<file path="src/rtl/slfr_pkg.sv">
// ----------------------------------------------------------------------------
// slfr_pkg
// Shared constants for the length-prefixed frame receiver: field widths,
// sync byte, register indexes, status and command codes.
// ----------------------------------------------------------------------------
package slfr_pkg;

    localparam int unsigned BUFFER_BYTES_DEFAULT = 64;

    localparam int unsigned BYTE_W        = 8;
    localparam int unsigned LENGTH_W      = 16;
    localparam int unsigned INFO_W        = 32;
    localparam int unsigned FRAME_BYTES_W = 7;
    localparam int unsigned CODE_W        = 2;
    localparam int unsigned CFG_INDEX_W   = 1;

    localparam logic [BYTE_W-1:0] SYNC_BYTE = 8'hFF;

    // configuration register indexes
    localparam logic [CFG_INDEX_W-1:0] REG_CONTROL_CODE  = 1'd0;
    localparam logic [CFG_INDEX_W-1:0] REG_RESERVED_CODE = 1'd1;

    localparam logic [BYTE_W-1:0] CONTROL_CODE_RESET  = 8'd3;
    localparam logic [BYTE_W-1:0] RESERVED_CODE_RESET = 8'd0;

    // frame_status codes
    localparam logic [CODE_W-1:0] STATUS_GOOD      = 2'd0;
    localparam logic [CODE_W-1:0] STATUS_BAD_FRAME = 2'd1;
    localparam logic [CODE_W-1:0] STATUS_BAD_SUM   = 2'd2;

    // command_kind codes
    localparam logic [CODE_W-1:0] KIND_UNKNOWN  = 2'd0;
    localparam logic [CODE_W-1:0] KIND_CONTROL  = 2'd1;
    localparam logic [CODE_W-1:0] KIND_RESERVED = 2'd2;

endpackage

</file>
<file path="src/rtl/sync_length_frame_receiver.sv">
// ----------------------------------------------------------------------------
// sync_length_frame_receiver
// Deframes length-prefixed frames (FF FF, 16-bit length, payload, 8-bit sum)
// from a serial byte stream and reports one result per completed frame.
// ----------------------------------------------------------------------------
// One byte is taken per clock cycle. Each accepted byte updates the frame
// state in the same cycle and, when it completes a frame, loads the result
// register, so a result appears in the cycle after the last byte of its frame.
// The byte input stalls only while that result register is full and stalled
// downstream. The buffer size BUFFER_BYTES sets where the byte count wraps.
module sync_length_frame_receiver
    import slfr_pkg::*;
#(
    parameter int unsigned BUFFER_BYTES = BUFFER_BYTES_DEFAULT
)
(
    input  logic                     clk,
    input  logic                     rst_n,
    // configuration
    input  logic                     cfg_we,
    input  logic [CFG_INDEX_W-1:0]   cfg_index,
    input  logic [BYTE_W-1:0]        cfg_wdata,
    // byte input
    input  logic                     in_valid,
    output logic                     in_stall,
    input  logic [BYTE_W-1:0]        rx_byte,
    // frame result
    output logic                     out_valid,
    input  logic                     out_stall,
    output logic [CODE_W-1:0]        frame_status,
    output logic [BYTE_W-1:0]        command_byte,
    output logic [CODE_W-1:0]        command_kind,
    output logic [BYTE_W-1:0]        info_type,
    output logic [INFO_W-1:0]        info_value,
    output logic [FRAME_BYTES_W-1:0] frame_bytes
);

    localparam int unsigned CNT_W = $clog2(BUFFER_BYTES + 1);
    localparam int unsigned EXT_W = (CNT_W > FRAME_BYTES_W) ? CNT_W : FRAME_BYTES_W;

    // configuration
    logic [BYTE_W-1:0]   control_code_reg;
    logic [BYTE_W-1:0]   reserved_code_reg;

    // frame state
    logic [BYTE_W-1:0]   prev_byte_reg;
    logic [CNT_W-1:0]    count_reg,  count_next;
    logic [1:0]          hdr_ok_reg, hdr_ok_next;
    logic [LENGTH_W-1:0] length_reg, length_next;
    logic [BYTE_W-1:0]   cmd_reg,    cmd_next;
    logic [BYTE_W-1:0]   type_reg,   type_next;
    logic [INFO_W-1:0]   info_reg,   info_next;
    logic [BYTE_W-1:0]   sum_reg,    sum_next;

    // result register
    logic                     out_valid_reg;
    logic [CODE_W-1:0]        status_reg,  status_next;
    logic [BYTE_W-1:0]        cmd_out_reg, cmd_out_next;
    logic [CODE_W-1:0]        kind_reg,    kind_next;
    logic [BYTE_W-1:0]        itype_reg,   itype_next;
    logic [INFO_W-1:0]        ival_reg,    ival_next;
    logic [FRAME_BYTES_W-1:0] nbytes_reg,  nbytes_next;

    logic               accept;
    logic               sync_pair;
    logic               fresh;
    logic [CNT_W-1:0]   pos;
    logic [CNT_W-1:0]   n;
    logic [EXT_W-1:0]   n_ext;
    logic [BYTE_W-1:0]  sum_base;
    logic               frame_end;

    assign in_stall = out_valid_reg && out_stall;
    assign accept   = in_valid && !in_stall;

    always_comb
    begin
        sync_pair = (prev_byte_reg == SYNC_BYTE) && (rx_byte == SYNC_BYTE);

        // position of this byte in the frame
        if (sync_pair)
        begin
            pos = CNT_W'(1);
        end
        else if (count_reg >= CNT_W'(BUFFER_BYTES))
        begin
            pos = '0;
        end
        else
        begin
            pos = count_reg;
        end

        // a sync pair restarts the frame as if byte 0 had been an FF
        fresh = sync_pair || (pos == '0);

        hdr_ok_next = fresh ? {1'b0, sync_pair} : hdr_ok_reg;
        sum_base    = fresh ? '0 : sum_reg;
        cmd_next    = fresh ? '0 : cmd_reg;
        type_next   = fresh ? '0 : type_reg;
        info_next   = fresh ? '0 : info_reg;
        length_next = length_reg;

        if (pos == CNT_W'(0))
        begin
            hdr_ok_next[0] = rx_byte == SYNC_BYTE;
        end
        else if (pos == CNT_W'(1))
        begin
            hdr_ok_next[1] = rx_byte == SYNC_BYTE;
        end
        else if (pos == CNT_W'(2))
        begin
            length_next[15:8] = rx_byte;
        end
        else if (pos == CNT_W'(3))
        begin
            length_next[7:0] = rx_byte;
        end
        else if (pos == CNT_W'(4))
        begin
            cmd_next = rx_byte;
        end
        else if (pos == CNT_W'(5))
        begin
            type_next = rx_byte;
        end
        else if (pos <= CNT_W'(9))
        begin
            info_next = {info_next[INFO_W-BYTE_W-1:0], rx_byte};
        end

        n     = pos + CNT_W'(1);
        n_ext = EXT_W'(n);

        frame_end = (n > CNT_W'(3)) &&
                    (({1'b0, length_next} + 17'd4) == 17'(n));

        if (frame_end)
        begin
            count_next = '0;
            sum_next   = sum_base;
        end
        else
        begin
            count_next = n;
            sum_next   = (pos >= CNT_W'(4)) ? (sum_base + rx_byte) : sum_base;
        end

        // result
        if ((hdr_ok_next != 2'b11) || (n < CNT_W'(5)))
        begin
            status_next = STATUS_BAD_FRAME;
        end
        else if (sum_base != rx_byte)
        begin
            status_next = STATUS_BAD_SUM;
        end
        else
        begin
            status_next = STATUS_GOOD;
        end

        kind_next = KIND_UNKNOWN;
        if (status_next == STATUS_GOOD)
        begin
            if (cmd_next == control_code_reg)
            begin
                kind_next = KIND_CONTROL;
            end
            else if (cmd_next == reserved_code_reg)
            begin
                kind_next = KIND_RESERVED;
            end
        end

        cmd_out_next = (n >= CNT_W'(5)) ? cmd_next : '0;

        if ((kind_next == KIND_CONTROL) && (n >= CNT_W'(10)))
        begin
            itype_next = type_next;
            ival_next  = info_next;
        end
        else
        begin
            itype_next = '0;
            ival_next  = '0;
        end

        nbytes_next = n_ext[FRAME_BYTES_W-1:0];
    end

    // configuration registers
    always_ff @(posedge clk or negedge rst_n)
    begin
        if (!rst_n)
        begin
            control_code_reg  <= CONTROL_CODE_RESET;
            reserved_code_reg <= RESERVED_CODE_RESET;
        end
        else if (cfg_we)
        begin
            unique case (cfg_index)
                REG_CONTROL_CODE:  control_code_reg  <= cfg_wdata;
                REG_RESERVED_CODE: reserved_code_reg <= cfg_wdata;
                default:           control_code_reg  <= control_code_reg;
            endcase
        end
    end

    // frame state
    always_ff @(posedge clk or negedge rst_n)
    begin
        if (!rst_n)
        begin
            prev_byte_reg <= '0;
            count_reg     <= '0;
            hdr_ok_reg    <= '0;
            length_reg    <= '0;
            cmd_reg       <= '0;
            type_reg      <= '0;
            info_reg      <= '0;
            sum_reg       <= '0;
        end
        else if (accept)
        begin
            prev_byte_reg <= rx_byte;
            count_reg     <= count_next;
            hdr_ok_reg    <= hdr_ok_next;
            length_reg    <= length_next;
            cmd_reg       <= cmd_next;
            type_reg      <= type_next;
            info_reg      <= info_next;
            sum_reg       <= sum_next;
        end
    end

    // result valid
    always_ff @(posedge clk or negedge rst_n)
    begin
        if (!rst_n)
        begin
            out_valid_reg <= 1'b0;
        end
        else if (accept && frame_end)
        begin
            out_valid_reg <= 1'b1;
        end
        else if (!out_stall)
        begin
            out_valid_reg <= 1'b0;
        end
    end

    // result payload
    always_ff @(posedge clk)
    begin
        if (accept && frame_end)
        begin
            status_reg  <= status_next;
            cmd_out_reg <= cmd_out_next;
            kind_reg    <= kind_next;
            itype_reg   <= itype_next;
            ival_reg    <= ival_next;
            nbytes_reg  <= nbytes_next;
        end
    end

    assign out_valid    = out_valid_reg;
    assign frame_status = status_reg;
    assign command_byte = cmd_out_reg;
    assign command_kind = kind_reg;
    assign info_type    = itype_reg;
    assign info_value   = ival_reg;
    assign frame_bytes  = nbytes_reg;

endmodule

</file>
<file path="config.mk">
export PLATFORM = sky130hd
export DESIGN_NAME = sync_length_frame_receiver
export DESIGN_NICKNAME = d
export VERILOG_FILES = /design/src/rtl/slfr_pkg.sv /design/src/rtl/sync_length_frame_receiver.sv
export SDC_FILE = /design/constraint.sdc
export NUM_CORES = 1
export LEC_CHECK = 0
export ABC_AREA = 0
export BUFFER_PORTS_ARGS = -buffer_cell sky130_fd_sc_hd__buf_2
export CAP_MARGIN = 30
export CORE_ASPECT_RATIO = 0.9
export CORE_MARGIN = 3
export CORE_UTILIZATION = 35
export CTS_BUF_LIST = sky130_fd_sc_hd__clkbuf_4 sky130_fd_sc_hd__clkbuf_8
export DETAILED_ROUTE_END_ITERATION = 7
export GPL_ROUTABILITY_DRIVEN = 0
export PLACE_DENSITY = 0.48
export REMOVE_ABC_BUFFERS = 1
export SLEW_MARGIN = 20
export SYNTH_ARGS = -nofsm -noshare
export SYNTH_HDL_FRONTEND = slang
export SYNTH_SLANG_ARGS = --single-unit
</file>
<file path="constraint.sdc">
create_clock -name clk -period 13.99 [get_ports clk]
set_clock_uncertainty 0.15 [all_clocks]
set_input_delay 2.798 -clock clk [delete_from_list [all_inputs] [get_ports clk]]
set_output_delay 2.798 -clock clk [all_outputs]
set_load 0.02 [all_outputs]
</file>
* After elaboration in Yosys (flattened, before gate mapping)
Index checks and enable logic that the tools add are counted.
** Cells by class
- Add/subtract/negate cells :: 3
- Multipliers :: 0
- Div/mod/pow operators :: 0
- $lt $le $gt $ge :: 7
- Equality and inequality tests :: 14
- Shift-type cells :: 0
- Mux-type cells :: 43
- Bitwise operators :: 1
- Reductions and logical operators :: 13
** Operators with widths (number)
- $mux W32 :: 8
- $mux W8 :: 19
- $mux W16 :: 2
- $mux W7 :: 3
- $add A16 B3 Y17 const B :: 1
- $eq A17 B7 Y1 :: 1
- $eq A8 B8 Y1 :: 2
- $eq A8 B8 Y1 const B :: 2
- $eq A7 B2 Y1 const B :: 2
- $eq A7 B3 Y1 const B :: 2
- $ge A7 B3 Y1 const B :: 2
- $mux W2 :: 6
- $add A8 B8 Y8 :: 1
- $ne A8 B8 Y1 :: 1
- $add A7 B1 Y7 const B :: 1
- $eq A7 B1 Y1 const B :: 1
- $ge A7 B4 Y1 const B :: 1
- $ge A7 B7 Y1 const B :: 1
- $gt A7 B2 Y1 const B :: 1
- $le A7 B4 Y1 const B :: 1
- $logic_not A7 Y1 :: 1
- $lt A7 B3 Y1 const B :: 1
- $logic_and A1 B1 Y1 :: 6
- $mux W1 :: 5
- other kinds (8) :: 10
** Word-level totals
- Register bits :: 165
- Latch bits :: 0
- Memory bits (writable) :: 0
- ROM bits :: 0
- Input port bits :: 22
- Output and inout bits :: 61
- Word-level logic and storage cells :: 98
- Memories :: 0

* Longest topological paths before layout
Gate-level depths: netlist of the first run.
- Word-level depth :: 17
- Gate-level depth with buffers :: 24
- Gate-level depth less buffers :: 21

* Worst setup path after synthesis of the first run
No wires, ideal clock.
- Path type :: input -> register
- Start point :: input port rx_byte[4]
- End point :: register cmd_out_reg[0], in the netlist command_byte[0] (enable)
- Library setup time :: 621 ps
- Arrival time :: 12438 ps
- Setup slack :: 780 ps
- Cell stages on the path :: 21
- Cells stage by stage :: clkbuf_2 nand4_2 or4_1 buf_2 nand2_2 inv_1 ha_1 clkbuf_1 nor2_1 nand3_1 a21oi_4 mux2_2 ha_1 nand3_1 xnor2_1 mux2i_1 xor2_1 nand4_1 nor4b_1 nand3b_1 nor4_1
** Between the ends
- Elaborated cells on any way between the ends :: 18
** RTL lines
- start, declared :: line sync_length_frame_receiver.sv:26 : input logic [BYTE_W-1:0] rx_byte,
- $eq A8 B8 Y1 * :: line sync_length_frame_receiver.sv:78 : sync_pair = (prev_byte_reg == SYNC_BYTE) && (rx_byte == SYNC_BYTE);
- $logic_and A1 B1 Y1 * :: line sync_length_frame_receiver.sv:78
- $mux W7 * :: line sync_length_frame_receiver.sv:81 : if (sync_pair)
- $add A7 B1 Y7 * :: line sync_length_frame_receiver.sv:133 : n = pos + CNT_W'(1);
- named net n[0] :: line sync_length_frame_receiver.sv:68 : logic [CNT_W-1:0] n;
- $gt A7 B2 Y1 or $eq A17 B7 Y1 (tied branches) :: line sync_length_frame_receiver.sv:136, sync_length_frame_receiver.sv:137
- $logic_and A1 B1 Y1 * :: line sync_length_frame_receiver.sv:136 : frame_end = (n > CNT_W'(3)) &&
- $logic_and A1 B1 Y1 * :: line sync_length_frame_receiver.sv:258 : if (accept && frame_end)
- end signal, assigned :: line sync_length_frame_receiver.sv:261 : cmd_out_reg <= cmd_out_next;
- end, declared :: line sync_length_frame_receiver.sv:58 : logic [BYTE_W-1:0] cmd_out_reg, cmd_out_next;
The timed path passes the listed nets; every way through them passes the cells marked *.
A chain may end at the register's enable or synchronous reset.

* Worst setup path in the final report of the first run
- Start point :: input port rx_byte[6]
- End point :: register ival_reg[0], in the netlist info_value[0] (enable)
** Between the ends
- Elaborated cells on any way between the ends :: 18
** RTL lines
- $eq A8 B8 Y1 * :: line sync_length_frame_receiver.sv:78
- $logic_and A1 B1 Y1 * :: line sync_length_frame_receiver.sv:78
- $mux W7 * :: line sync_length_frame_receiver.sv:81
- $add A7 B1 Y7 * :: line sync_length_frame_receiver.sv:133
- named net n[0] :: line sync_length_frame_receiver.sv:68
- $gt A7 B2 Y1 or $eq A17 B7 Y1 (tied branches) :: line sync_length_frame_receiver.sv:136, sync_length_frame_receiver.sv:137
- $logic_and A1 B1 Y1 * :: line sync_length_frame_receiver.sv:136
- $logic_and A1 B1 Y1 * :: line sync_length_frame_receiver.sv:258
- end signal, assigned :: line sync_length_frame_receiver.sv:264 : ival_reg <= ival_next;
- end, declared :: line sync_length_frame_receiver.sv:61 : logic [INFO_W-1:0] ival_reg, ival_next;
Marks and branches as above.

==> flow_metrics.env, run 1 <==
export IMPL_status="finished clean"
export IMPL_setup_viol=0
export IMPL_slew_viol_final=0
export IMPL_setup_tns_final_ns=0
export IMPL_min_period_ns=8.98
export IMPL_die_h_um=156
export IMPL_fp_row_count=54
export IMPL_synthArstFlopShare_pct=64.2
export IMPL_ys_warn_count=0
export IMPL_startpoint_type="primary input"
export IMPL_timing_max_slew_rel_slack_pct=39.1
export IMPL_yosys_area_top_type_share_pct=29.7
export IMPL_dr_pass1_iters=5
export IMPL_final_cells=1313
export IMPL_cts_setup_buffers=0
export IMPL_critPathTopFamily="simple AND/OR/NAND/NOR gates"
export IMPL_pwr_share_seq_pct=35.2
export IMPL_post_drt_wl_per_cell_um=18.8
export IMPL_fin_area_um2=9890
export IMPL_cts_tree="done"
export IMPL_switching_share_pct=44.2
export IMPL_ys_top_cells_by_area="dfrtp_1, edfxtp_1, nand2_1"
export IMPL_syn_cell_area_um2=8750
export IMPL_root_buffer="clkbuf_8"
export IMPL_grt_pass1_wl_mm=39.4
export IMPL_ys_seq_area_share_pct=50.6
export IMPL_syn_inst=903
export IMPL_cp_startpoint="rx_byte[6]"
export IMPL_crit_buf_inv=3
export IMPL_max_freq_mhz=111
export IMPL_viasPerCell=5.29
export IMPL_hold_path_class="reg2reg"
export IMPL_die_x_um=173
export IMPL_io_buffer_count=82
export IMPL_synth_seq_cells=165
export IMPL_p_leak_nw=4.29
export IMPL_fin_nets=999
export IMPL_cts_sinks=165
export IMPL_crit_slowest_cell="or4_1"
export IMPL_grt_max_degree=59
export IMPL_postCtsHoldBufs=0
export IMPL_crit_chain="buf_2 -> nand4_1 -> or4_1 -> nand2_2 -> inv_1 -> ha_1 -> nor2_1 -> nand3_1 -> a21oi_4 -> mux2_2 -> ha_1 -> nand3_1 -> xnor2_1 -> mux2i_1 -> xor2_1 -> nand4_1 -> nor4b_1 -> nand3b_1 -> nor4_2 -> buf_4"
export IMPL_clkTransAtPathRegs_ns=0.10
export IMPL_post_route_period_util_pct=64.2
export IMPL_min_delay_start="prev_byte_reg[2]$_DFFE_PN0P_"
export IMPL_cts_resized=0
export IMPL_p_int_mw=1.17
export IMPL_max_slew_worst_pin_slew_ns=0.914
export IMPL_dpl_cell_area_um2=9490
export IMPL_insertion_delay_ns=0.46
export IMPL_grt_usage_pct=18.5
export IMPL_clockBufferDepth=2
export IMPL_die_area_um2=26900
export IMPL_placed_cells=1280
export IMPL_cp_required_ns=13.95
export IMPL_irDropWorstVdd_v=0.000110
export IMPL_cpPeakStageDelay_ns=0.91
export IMPL_drive_gt1_share_pct=18.6
export IMPL_grt_ovfl_total=0
export IMPL_hold_violations=0
export IMPL_ant_nets=0
export IMPL_initial_core_util_pct=35.9
export IMPL_p_sw_mw=0.924
export IMPL_antenna_found_initial=0
export IMPL_dp_slack_ns=4.58
export IMPL_r2r_start="prev_byte_reg[1]$_DFFE_PN0P_"
export IMPL_yosysTopAreaCell="dfrtp_1"
export IMPL_maxCapViolations=0
export IMPL_fp_coreArea_um2=24400
export IMPL_cp_arrival_ns=8.94
export IMPL_worstSetupEndpointType="flip-flop"
export IMPL_pin_count=83
export IMPL_cts_buffers_inserted=17
export IMPL_first_global_vias=6687
export IMPL_wirelength_mm=24.7
export IMPL_power_frac_comb_pct=47.8
export IMPL_path_class="in2reg"
export IMPL_power_density_nw_per_um2=212
export IMPL_ys_types=62
export IMPL_syn_avg_cell_area_um2=9.69
export IMPL_setup_ws_ns=5.01
export IMPL_vias=6943
export IMPL_rsz0062_at_grt="no"
export IMPL_place_hpwl_mm=16.5
export IMPL_drc=0
export IMPL_synth_edff_count=59
export IMPL_ys_flop_type="dfrtp_1"
export IMPL_syn2layout_area_growth_pct=13.0
export IMPL_clkPwrFrac_pct=17.1
export IMPL_path_max_fanout=35
export IMPL_antenna_cells=0
export IMPL_htreeDepth=4
export IMPL_drt_initial_drc_count=480
export IMPL_p_total_mw=2.09
-- final timing paths --
| check | endpoint | slack [ns] | cells past startpoint |
|---|---|---|---|
| setup / recovery | info_value[0]$_SDFFCE_PN0P_ | 5.01 | 20 |
| hold / removal | prev_byte_reg[2]$_DFFE_PN0P_ | 0.34 | 2 |
| setup reg to reg | info_value[0]$_SDFFCE_PN0P_ | 7.39 | 19 |
| hold reg to reg | prev_byte_reg[2]$_DFFE_PN0P_ | 0.34 | 2 |
| max in group asynchronous | sum_reg[1]$_DFFE_PN0P_ | 10.27 | 2 |
| min in group asynchronous | length_reg[12]$_DFFE_PN0P_ | 2.19 | 1 |
-- area by class of cell --
class                           count  area [um2]
Fill cell                        2462       14500
Sequential cell                   165        4430
Multi-Input combinational cell    658        4020
Timing Repair Buffer              100         549
Tap cell                          336         420
Clock buffer                       18         241
Clock inverter                     14         146
Inverter                           22        82.6
-- synth_stat cells, drive strengths merged, types with 12 or more instances --
library cell,number
nand2,177
dfrtp,104
a21oi,85
edfxtp,59
o21ai,54
clkbuf,47
nand3,37
nor2,36
mux2,32
xnor2,30
a21o,25
inv,22
a22o,21
xor2,17
nand4,13
o21a,13
ha,12
-- routing by layer --
layer | global-route usage, % | wire [um] | up-vias
met2 | 27.9 | 10800 | 167
li1 | - | - | 3329
met5 | 0 | 0 | -
met3 | 3.33 | 1050 | 20
met1 | 27.3 | 12500 | 3427
met4 | 5.06 | 374 | 0
-- power by group through the flow --
stage          Clock [mW]  Sequential [mW]  Combinational [mW]
2_1_floorplan           0            0.707               0.735
3_3_place_gp            0            0.743               0.995
3_5_place_dp            0            0.743               0.996
4_1_cts             0.366            0.734                1.00
5_1_grt             0.387            0.755                1.13
6_report            0.357            0.736               0.999
-- worst min-delay path, cell delays in order, from the launching register on --
cell     delay (ns)
dfrtp_1        0.36
nand2_1        0.05
nand2_1        0.05
-- through the flow --
stage          util (%)  hold slack (ns)
5_1_grt            40.5            0.361
3_3_place_gp       38.9            0.310
6_report           40.5            0.339
4_1_cts            40.5            0.339
2_1_floorplan         -            0.295
3_5_place_dp       38.9            0.315
-- cell usage in the layout, fill, tap and decap left out, drive strengths merged, types with 13 or more instances in the layout --
cell    instances
nand4          13
a21o           25
buf           100
mux2           32
nand3          37
xor2           17
a21oi          85
o21a           13
nand2         177
dfrtp         104
inv            29
xnor2          30
a22o           21
o21ai          54
clkbuf         18
edfxtp         59
nor2           36
-- kinds of logic (layout without fill, tap and decap cells) --
| family | Yosys count | after routing | share of synthesized area (%) |
|---|---|---|---|
| AO/OA/AOI/OAI | 235 | 235 | 16.9 |
| XOR/XNOR | 47 | 47 | 4.70 |
| adder cells (fa/ha/maj) | 13 | 13 | 1.94 |
| buffers and inverters | 80 | 154 | 3.60 |
| flip-flops | 165 | 165 | 50.6 |
| multiplexers | 43 | 43 | 5.38 |
| AND/OR/NAND/NOR | 320 | 320 | 16.9 |
(Power assumes the default switching activity.)
==> run 2, diff against run 1 <==
--- a/config.mk
+++ b/config.mk
@@ -14,7 +14,7 @@
 export CTS_BUF_LIST = sky130_fd_sc_hd__clkbuf_4 sky130_fd_sc_hd__clkbuf_8
 export DETAILED_ROUTE_END_ITERATION = 7
 export GPL_ROUTABILITY_DRIVEN = 0
-export PLACE_DENSITY = 0.48
+export PLACE_DENSITY = 0.5
 export REMOVE_ABC_BUFFERS = 1
 export SLEW_MARGIN = 20
 export SYNTH_ARGS = -nofsm -noshare
==> constraint.sdc (replaced) <==
create_clock -name clk -period 7.6 [get_ports clk]
set_clock_uncertainty 0.15 [all_clocks]
set_input_delay 1.52 -clock clk [delete_from_list [all_inputs] [get_ports clk]]
set_output_delay 1.52 -clock clk [all_outputs]
set_load 0.02 [all_outputs]
==> run 2 against run 1 <==
  * Clock power grew 78%
  * Sequential power up 83%
  * Count of clock-buffer cells in the layout rose by 1
==> flow_metrics.env, run 2 (synthesis gave the netlist of run 1 again) <==
export IMPL_layout_commonest_cell="nand2_1"
export IMPL_irDropWorstVdd_v=0.000139
export IMPL_worstSetupEndpointType="flip-flop"
export IMPL_viasPerCell=5.26
export IMPL_slew_viol_final=0
export IMPL_hold_path_class="reg2reg"
export IMPL_grt_max_degree=54
export IMPL_die_x_um=173
export IMPL_fin_nets=1014
export IMPL_maxCapViolations=0
export IMPL_clkTransAtPathRegs_ns=0.10
export IMPL_timing_max_slew_rel_slack_pct=44.1
export IMPL_grt_usage_pct=18.4
export IMPL_cts_setup_buffers=0
export IMPL_n_fill_cell=2449
export IMPL_ant_nets=0
export IMPL_cts_tree="done"
export IMPL_drive_gt1_share_pct=19.9
export IMPL_die_area_um2=26900
export IMPL_final_cells=1328
export IMPL_htreeDepth=4
export IMPL_rrSetupSlack_ns=1.75
export IMPL_setup_viol=0
export IMPL_antenna_found_initial=0
export IMPL_fp_row_count=54
export IMPL_path_class="in2reg"
export IMPL_clockBufferDepth=2
export IMPL_syn2layout_area_growth_pct=14.4
export IMPL_power_density_nw_per_um2=382
export IMPL_crit_buf_inv=3
export IMPL_grt_ovfl_total=0
export IMPL_fp_coreArea_um2=24400
export IMPL_insertion_delay_ns=0.46
export IMPL_final_cell_mix="nand2_1, dfrtp_1, a21oi_1"
export IMPL_cts_resized=0
export IMPL_setup_tns_final_ns=0
export IMPL_first_global_vias=6774
export IMPL_critPathTopFamily="simple AND/OR/NAND/NOR gates"
export IMPL_register_area_um2=4430
export IMPL_antenna_cells=0
export IMPL_ff2ff_path_depth=21
export IMPL_r2r_end="sum_reg[2]$_DFFE_PN0P_"
export IMPL_fin_util_pct=41.0
export IMPL_pin_count=83
export IMPL_placed_cells=1296
export IMPL_grt_pass1_wl_mm=39.7
export IMPL_r2r_start="prev_byte_reg[6]$_DFFE_PN0P_"
export IMPL_rsz0062_at_grt="no"
export IMPL_cts_buffers_inserted=17
export IMPL_io_buffer_count=82
export IMPL_p_total_mw=3.83
export IMPL_path_max_fanout=11
export IMPL_post_route_period_util_pct=89.5
export IMPL_cp_required_ns=7.85
export IMPL_cp_arrival_ns=7.05
export IMPL_drc=0
export IMPL_die_h_um=156
export IMPL_hold_violations=0
export IMPL_hold_end="prev_byte_reg[0]$_DFFE_PN0P_"
export IMPL_startpoint_type="primary input"
export IMPL_cts_sinks=165
export IMPL_postCtsHoldBufs=0
export IMPL_vias=6990
export IMPL_initial_core_util_pct=35.9
export IMPL_crit_chain="buf_2 -> nand4_2 -> or4_1 -> nand2_2 -> inv_1 -> ha_1 -> nor2_1 -> nand3_1 -> a21oi_4 -> buf_4 -> nand2_1 -> nand2_1 -> ha_1 -> nand3_1 -> xnor2_1 -> mux2i_1 -> xor2_1 -> nand4_1 -> or4b_4 -> nor4b_4 -> or2b_2 -> a21o_1"
export IMPL_min_delay_start="prev_byte_reg[0]$_DFFE_PN0P_"
export IMPL_p_leak_nw=4.36
export IMPL_min_period_ns=6.80
export IMPL_cpPeakStageDelay_ns=0.69
export IMPL_wirelength_mm=24.5
export IMPL_crit_slowest_cell="or4_1"
export IMPL_dr_pass1_iters=5
export IMPL_drt_initial_drc_count=582
export IMPL_root_buffer="clkbuf_8"
export IMPL_max_freq_mhz=147
export IMPL_place_hpwl_mm=16.7
export IMPL_post_drt_wl_per_cell_um=18.5
export IMPL_multi_input_area_um2=4020
export IMPL_max_slew_worst_pin_slew_ns=0.839
export IMPL_status="finished clean"
export IMPL_whs_path_depth=2
==> run 2: final cells by class <==
type                       instances  share of cell area [%]
inverter                          22                   0.825
sequential                       165                    44.2
clock buffer                      19                    2.55
timing repair buffer             115                    6.80
multi-input combinational        658                    40.2
clock inverter                    13                    1.24
tap                              336                    4.20
==> run 2: tightest hold or removal path, delay by kind of cell, from the launching register on <==
family / cells / cell delay, ns
flops: 1 / 0.35
simple gates: 2 / 0.11
==> run 2: how the worst max path moves through the flow <==
stage	cells after the start	slack [ns]	end	startpoint
after floorplan	18	-4.29	command_byte[0]$_SDFFCE_PN0P_	rx_byte[4]
after global placement	22	0.62	sum_reg[1]$_DFFE_PN0P_	rx_byte[4]
after detailed placement	22	0.44	sum_reg[1]$_DFFE_PN0P_	rx_byte[4]
after CTS	22	0.91	sum_reg[1]$_DFFE_PN0P_	rx_byte[4]
after global routing	22	0.46	sum_reg[4]$_DFFE_PN0P_	rx_byte[4]
final	22	0.80	sum_reg[2]$_DFFE_PN0P_	rx_byte[4]
==> run 2: per-layer routing <==
metal / vias to the layer above / part of all wire (%) / track usage, %
met5: - / 0 / 0
met2: 168 / 45 / 28.3
met1: 3443 / 49 / 27.2
li1: 3362 / - / -
met3: 17 / 4.4 / 3.38
met4: 0 / 1.1 / 4.05
==> run 2: where the power goes <==
part,switching (mW),internal (mW),leakage (nW),total [mW]
registers,0.217,1.13,1.91,1.35
clock network,0.359,0.277,0.197,0.636
logic,1.11,0.737,2.25,1.84
==> run 2: stage by stage <==
| stage | hold WS, ns | setup slack, ns | cell area, um2 |
|---|---|---|---|
| finish | 0.336 | 0.800 | 10000 |
| global route | 0.361 | 0.457 | 10000 |
| CTS | 0.340 | 0.913 | 10000 |
| detailed placement | 0.314 | 0.435 | 9630 |
| global placement | 0.313 | 0.625 | 9600 |
| floorplan | 0.295 | -4.29 | 8520 |
